===== src/hw/rtl/dipc_pkg.sv =====
// ----------------------------------------------------------------------------
// dipc_pkg: shared types, constants and sine ROM for the point cloud core
// Holds register indexes, fixed-point limits, command/status structs and the
// quarter-wave sine table.
// ----------------------------------------------------------------------------
package dipc_pkg;

  localparam int MAX_RES          = 1024;
  localparam int SINE_TABLE_DEPTH = 1024;
  localparam int IDX_W            = $clog2(SINE_TABLE_DEPTH);
  localparam int CNT_W            = $clog2(MAX_RES);
  localparam int RES_W            = 11;
  localparam int DEPTH_W          = 21;

  localparam logic [2:0] REG_RES_COLS    = 3'd0;
  localparam logic [2:0] REG_RES_ROWS    = 3'd1;
  localparam logic [2:0] REG_RANGE_MIN   = 3'd2;
  localparam logic [2:0] REG_RANGE_MAX   = 3'd3;
  localparam logic [2:0] REG_NEAR_MARGIN = 3'd4;
  localparam logic [2:0] REG_FOV         = 3'd5;
  localparam logic [2:0] REG_SCALE       = 3'd6;

  localparam int CFG_IDX_W  = 3;
  localparam int CFG_DATA_W = 20;

  localparam int DIV_NUM_W = 29;
  localparam int DIV_DEN_W = 12;
  localparam int DIV_CNT_W = $clog2(DIV_NUM_W + 1);

  // sine index = round(|angle| * 1024 / 102944); 102944 = 32 * 3217
  localparam logic [DIV_NUM_W-1:0] IDX_SAT_MAG = 29'd102894;
  localparam logic [21:0]          IDX_ROUND   = 22'd1608;
  localparam logic [22:0]          IDX_RECIP   = 23'd5340339;
  localparam int                   IDX_SHIFT   = 34;
  localparam longint               HALF_PI_Q30 = 64'd1686629713;

  localparam logic [22:0] LAT_MAG_MAX = 23'd2097152;
  localparam logic [21:0] LAT_MAX     = 22'd2097151;
  localparam logic [20:0] DEPTH_MAX   = 21'd1048575;

  // divider job selector
  localparam logic PH_COL_ANG = 1'b0;
  localparam logic PH_ROW_ANG = 1'b1;

  typedef struct packed {
    logic       load;
    logic       mul;
    logic       div_start;
    logic       div_capture;
    logic       rom;
    logic       lat;
    logic       out_load;
    logic       phase;
  } dipc_cmd_t;

  typedef struct packed {
    logic div_done;
    logic out_free;
  } dipc_status_t;

  typedef logic [15:0] sine_rom_t [SINE_TABLE_DEPTH];

  function automatic logic [15:0] sine_entry(int i);
    logic [63:0] th;
    logic [63:0] term;
    longint      sum;
    logic [63:0] v;
    th   = (64'(i) * 64'(HALF_PI_Q30)) / 64'(SINE_TABLE_DEPTH);
    term = th;
    sum  = longint'(th);
    for (int k = 1; k <= 10; k++) begin
      term = (term * th) >> 30;
      term = (term * th) >> 30;
      term = term / 64'((2 * k) * (2 * k + 1));
      if ((k % 2) == 1) sum = sum - longint'(term);
      else sum = sum + longint'(term);
    end
    if (sum < 0) sum = 0;
    v = (64'(sum) + 64'd8192) >> 14;
    if (v > 64'd65535) v = 64'd65535;
    return v[15:0];
  endfunction

  function automatic sine_rom_t build_sine_rom();
    sine_rom_t r;
    for (int i = 0; i < SINE_TABLE_DEPTH; i++) r[i] = sine_entry(i);
    return r;
  endfunction

  localparam sine_rom_t SINE_ROM = build_sine_rom();

endpackage


===== src/hw/rtl/dipc_ctrl.sv =====
// ----------------------------------------------------------------------------
// dipc_ctrl: sequencer for one pixel at a time
// Steps the datapath through depth, two angle divisions, sine lookup and output.
// ----------------------------------------------------------------------------
module dipc_ctrl (
  input  logic                    clk,
  input  logic                    rst,
  input  logic                    in_valid,
  output logic                    in_ready,
  input  dipc_pkg::dipc_status_t  status,
  output dipc_pkg::dipc_cmd_t     cmd
);
  import dipc_pkg::*;

  localparam logic [2:0] S_IDLE   = 3'd0;
  localparam logic [2:0] S_MUL    = 3'd1;
  localparam logic [2:0] S_DSTART = 3'd2;
  localparam logic [2:0] S_DWAIT  = 3'd3;
  localparam logic [2:0] S_ROM    = 3'd4;
  localparam logic [2:0] S_LAT    = 3'd5;
  localparam logic [2:0] S_FIN    = 3'd6;

  logic [2:0] state, state_next;
  logic       phase, phase_next;

  assign in_ready = (state == S_IDLE);

  always_comb begin
    state_next = state;
    phase_next = phase;
    cmd        = '0;
    cmd.phase  = phase;
    case (state)
      S_IDLE: begin
        if (in_valid) begin
          cmd.load   = 1'b1;
          state_next = S_MUL;
        end
      end
      S_MUL: begin
        cmd.mul    = 1'b1;
        phase_next = PH_COL_ANG;
        state_next = S_DSTART;
      end
      S_DSTART: begin
        cmd.div_start = 1'b1;
        state_next    = S_DWAIT;
      end
      S_DWAIT: begin
        if (status.div_done) begin
          cmd.div_capture = 1'b1;
          if (phase == PH_ROW_ANG) begin
            state_next = S_ROM;
          end else begin
            phase_next = PH_ROW_ANG;
            state_next = S_DSTART;
          end
        end
      end
      S_ROM: begin
        cmd.rom    = 1'b1;
        state_next = S_LAT;
      end
      S_LAT: begin
        cmd.lat    = 1'b1;
        state_next = S_FIN;
      end
      S_FIN: begin
        // hold until the output register is free
        if (status.out_free) begin
          cmd.out_load = 1'b1;
          state_next   = S_IDLE;
        end
      end
      default: state_next = S_IDLE;
    endcase
  end

  always_ff @(posedge clk) begin
    if (rst) begin
      state <= S_IDLE;
      phase <= PH_COL_ANG;
    end else begin
      state <= state_next;
      phase <= phase_next;
    end
  end

endmodule


===== config.mk =====
export PLATFORM = sky130hd
export DESIGN_NAME = dipc_ctrl
export DESIGN_NICKNAME = d
export VERILOG_FILES = /design/src/hw/rtl/dipc_pkg.sv /design/src/hw/rtl/dipc_ctrl.sv
export SDC_FILE = /design/constraint.sdc
export NUM_CORES = 1
export LEC_CHECK = 0
export BUFFER_PORTS_ARGS = -buffer_cell sky130_fd_sc_hd__buf_2
export CORE_AREA = 3 3 40 42
export CTS_CLUSTER_DIAMETER = 100
export CTS_CLUSTER_SIZE = 10
export DETAILED_ROUTE_END_ITERATION = 8
export DIE_AREA = 0 0 43 45
export PLACE_DENSITY = 0.46
export SYNTH_ARGS = -nofsm -noshare
export SYNTH_HDL_FRONTEND = slang
export SYNTH_SLANG_ARGS = --single-unit

===== constraint.sdc =====
create_clock -name clk -period 1.1 [get_ports clk]
set_input_delay 0.33 -clock clk [delete_from_list [all_inputs] [get_ports clk]]
set_output_delay 0.33 -clock clk [all_outputs]
set_load 0.01 [all_outputs]

# After elaboration in Yosys (flattened, before gate mapping)
# Cells that the tools add are included.
# totals
inputBits	5
ff_bits	4
# op_classes
n_reduce_logical	4
n_eq_ne	9
n_mux	17
# ops
cell	n
one-hot mux 3 bit (7 select lines)	1
2-to-1 mux 3 bit	4
2-to-1 mux 1 bit	11
== test 3 bit (second input constant)	3
== test 3 x 2 -> 1 bit (second input constant)	2
inequality test 2 bit (second input constant)	3
== test 3 x 1 -> 1 bit (second input constant)	1
zero test 3 bit	1
AND reduction 3 bit	1
one-hot mux 1 bit (2 select lines)	1
AND reduction 2 bit	1
nonzero test 2 bit	1

# Longest topological paths before layout
# logic_depth
ltp_word	3
mapped_depth	3
mapped_depth_nobuf	2

# Least setup slack after synthesis
# No wires, ideal clock.
# synth_path
path_kind	reg-to-output
start	register state[1]
end	output cmd[7] (netlist name)
t_required_ns	0.770
slack_ns	-0.130
path_buffers	1
stages_incl_launch_ff	4
arrival_ns	0.900
cell_sequence	dfxtp_1 buf_2 nor3_2 and2_1
# synth_lines
element	line_no	source
start: declaration	dipc_ctrl.sv:23	logic [2:0] state, state_next;
start signal: assignment	dipc_ctrl.sv:84	state <= state_next;
end: declaration	dipc_ctrl.sv:11	output dipc_pkg::dipc_cmd_t cmd

==> metrics.md <==
| Metric | Value |
|---|---|
| Die height | `45 um` |
| FMAX | `698 MHz` |
| Non-Filler Instances | `70` |
| Antenna cells | `0` |
| CP Class | `reg -> out` |
| R2r setup slk | `0 ps` |
| Max rail drop VDD | `427 uV` |
| Sw frac | `27.8%` |
| Crit path to | `cmd[1]` |
| Worst Tran Pin Value | `183 ps` |
| Vias in the first global route | `318` |
| Initial DRC count | `5` |
| Final ANT Viol Nets | `0` |
| Hpwl dp | `619 um` |
| Pin count of the biggest net entering global routing | `8` |
| Final worst setup slack | `-332 ps` |
| Slew HR | `87.8%` |
| Net Count, Synth | `34` |
| Seq cells post-synth | `4` |
| RR Endpoint | `state[2]$_SDFFE_PP0P_` |
| CP Capture Type | `output pin` |
| Static leakage | `0.249 nW` |
| Worst setup path startpoint | `state[2]$_SDFFE_PP0P_` |
| Layout net count | `62` |
| Max clock buf depth | `2` |
| Die W | `43 um` |
| Syn avg cell area | `9.32 um^2` |
| Synth Instances | `29` |
| Max Slew Vio Count | `0` |
| DP Cell Count | `65` |
| Sequential power share | `32.0%` |
| Crit-path max FO | `7` |
| Final Core Density | `39.8%` |
| H-tree depth | `1` |
| Final critical-path required period | `1430 ps` |
| Layout cells sized above 1 | `76.4%` |
| Power Dens Cells | `1020 nW/um^2` |
| CTS root buf | `clkbuf_4` |
| Initial core utilization | `21.0%` |
| Hold path start | `rst` |
| Initial antenna violation count | `0` |
| Routed Wire Length | `900 um` |
| Outcome | `finished with violations` |
| Period utilisation layout | `130%` |
| Final setup fails | `9` |
| Failing checks | `setup timing` |
| Fin area | `512 um^2` |
| Buf/Inv on CP | `2` |
| Drt pass-1 iters | `4` |
| Sink Count | `4` |
| Die Footprint | `1940 um^2` |
| Power Total | `0.520 mW` |
| Fin Setup TNS | `-2290 ps` |
| RSZ-0062 raised after global routing | `yes` |
| # rows | `13` |
| Boundary Pins | `14` |
| Crit-path max cell delay | `410 ps` |
| Critical path data required time | `770 ps` |
| Crit start category | `register` |
| Pint | `0.375 mW` |
| Warnings, synthesis | `0` |
| CP top delay family | `flip-flops` |
| Max Cap Violations | `0` |
| Clock power frac | `34.9%` |
| CTS buffer count | `3` |
| Via density | `4.54` |
| Sw Pwr | `0.145 mW` |
| Hold Crit Class | `in -> reg` |
| CTS tree | `built` |
| R2R Path Start | `state[2]$_SDFFE_PP0P_` |
| Tightest hold margin | `322 ps` |
| RePlAce Congestion | `0.776` |
| Synth cell types | `23` |
| FF-to-FF path depth | `5` |
| Core Box Area | `1280 um^2` |
| Slowest CP cell | `dfxtp_4` |
| Critical path, cell by cell | `inv_4 > nor4b_4 > buf_2` |
| Port Buffer Count | `13` |
| CP arrival | `1100 ps` |
| Via count | `318` |
| Overflow after GRT | `0` |
| DP Worst Slack | `-143 ps` |
| Tot GR Track Use | `10.1%` |
| Synthesized area | `270 um^2` |
| Global-route wire length before repair | `1.36 mm` |
| Hold Vio Cnt, Final | `0` |
| Area grow syn2layout | `89.4%` |
| DP Area | `435 um^2` |
| Seq/Total Area, Yosys | `29.6%` |
| Wire per inst | `12.9 um` |
| Clock insertion delay at the later pin of the skew report | `240 ps` |
| Logic pwr share | `33.0%` |
| Clk_skew | `8.82 ps` |
| DRC viols | `0` |
| Clock-pin slew on the worst setup and hold paths | `40 ps` |
| Cell count along the critical path | `3` |
-- timing repair --
item                       in CTS  in global routing
setup endpoints to repair      11                  9
gates resized for setup        10                  1
gates cloned                    0                  0
pin swaps                       4                  2
hold buffers                    0                  0
setup buffers                   1                  1
-- cell usage in the layout, fill, tap and decap left out, drive strengths merged --
master and instances:
buf 27, dfxtp 4, clkbuf 3, inv 3
nor3 3, and3 1, nor3b 1, nand4b 1
and2 1, nor4b 1, o21bai 1, a221o 1
a21oi 1, o21a 1, nand2b 1, o32ai 1
o22ai 1, a31o 1, nor2 1, a211oi 1
-- power by group through the flow --
stage               logic (mW)  registers [mW]  clock network [mW]
finish                   0.172           0.167               0.182
global route             0.184           0.169               0.192
CTS                      0.170           0.167               0.193
detailed placement       0.153           0.168                   0
global placement         0.150           0.168                   0
floorplan               0.0899           0.160                   0
-- cell families (layout without fill, tap and decap cells) --
kind of cell	after synthesis	in the layout	share of synthesized area, %
AOI/OAI and AO/OA	8	8	24.1
buffers and inverters	7	33	17.1
DFF	4	4	29.6
and+or+nand+nor	10	10	29.2
-- Yosys cell counts --
library cell  number  area [um^2]
a21oi_2            1         8.76
and3_1             1         6.26
and2_1             1         6.26
nand2b_1           1         6.26
o22ai_1            1         6.26
inv_1              2         7.51
o32ai_1            1         8.76
nor3b_2            1         12.5
inv_2              1         3.75
buf_2              1         5.00
o21a_1             1         7.51
buf_4              1         7.51
dfxtp_1            4         80.1
nor3_2             1         10.0
a221o_1            1         10.0
o21bai_1           1         7.51
buf_6              2         22.5
a211oi_1           1         7.51
nor4b_2            1         15.0
nor3_1             2         10.0
nand4b_1           1         8.76
a31o_1             1         8.76
nor2_1             1         3.75
-- metal layers --
layer	vias up	GRT usage, %	share of wire (%)
met5	-	0	0
met4	0	10.8	0
met3	0	1.59	5.2
met2	11	17.7	54
met1	149	9.83	41
li1	158	-	-
-- cell type report --
class / count / area (um^2)
clock buffer: 3 / 22.5
fill: 132 / 773
inverter: 3 / 13.8
multi-input combinational: 18 / 174
sequential: 4 / 91.3
tap: 15 / 18.8
timing repair buffer: 27 / 191
-- registers in the layout, indices dropped and copies added, names as in the netlist --
register and flops:
phase 1, state 3
-- worst min-delay path by stage --
stage                                  to  depth (start not counted)
finish              state[1]$_SDFFE_PP0P_                          2
global route        state[1]$_SDFFE_PP0P_                          2
CTS                 state[1]$_SDFFE_PP0P_                          2
detailed placement     phase$_SDFFE_PP0P_                          2
global placement    state[2]$_SDFFE_PP0P_                          2
floorplan           state[1]$_SDFFE_PP0P_                          1
(Power assumes the default switching activity.)
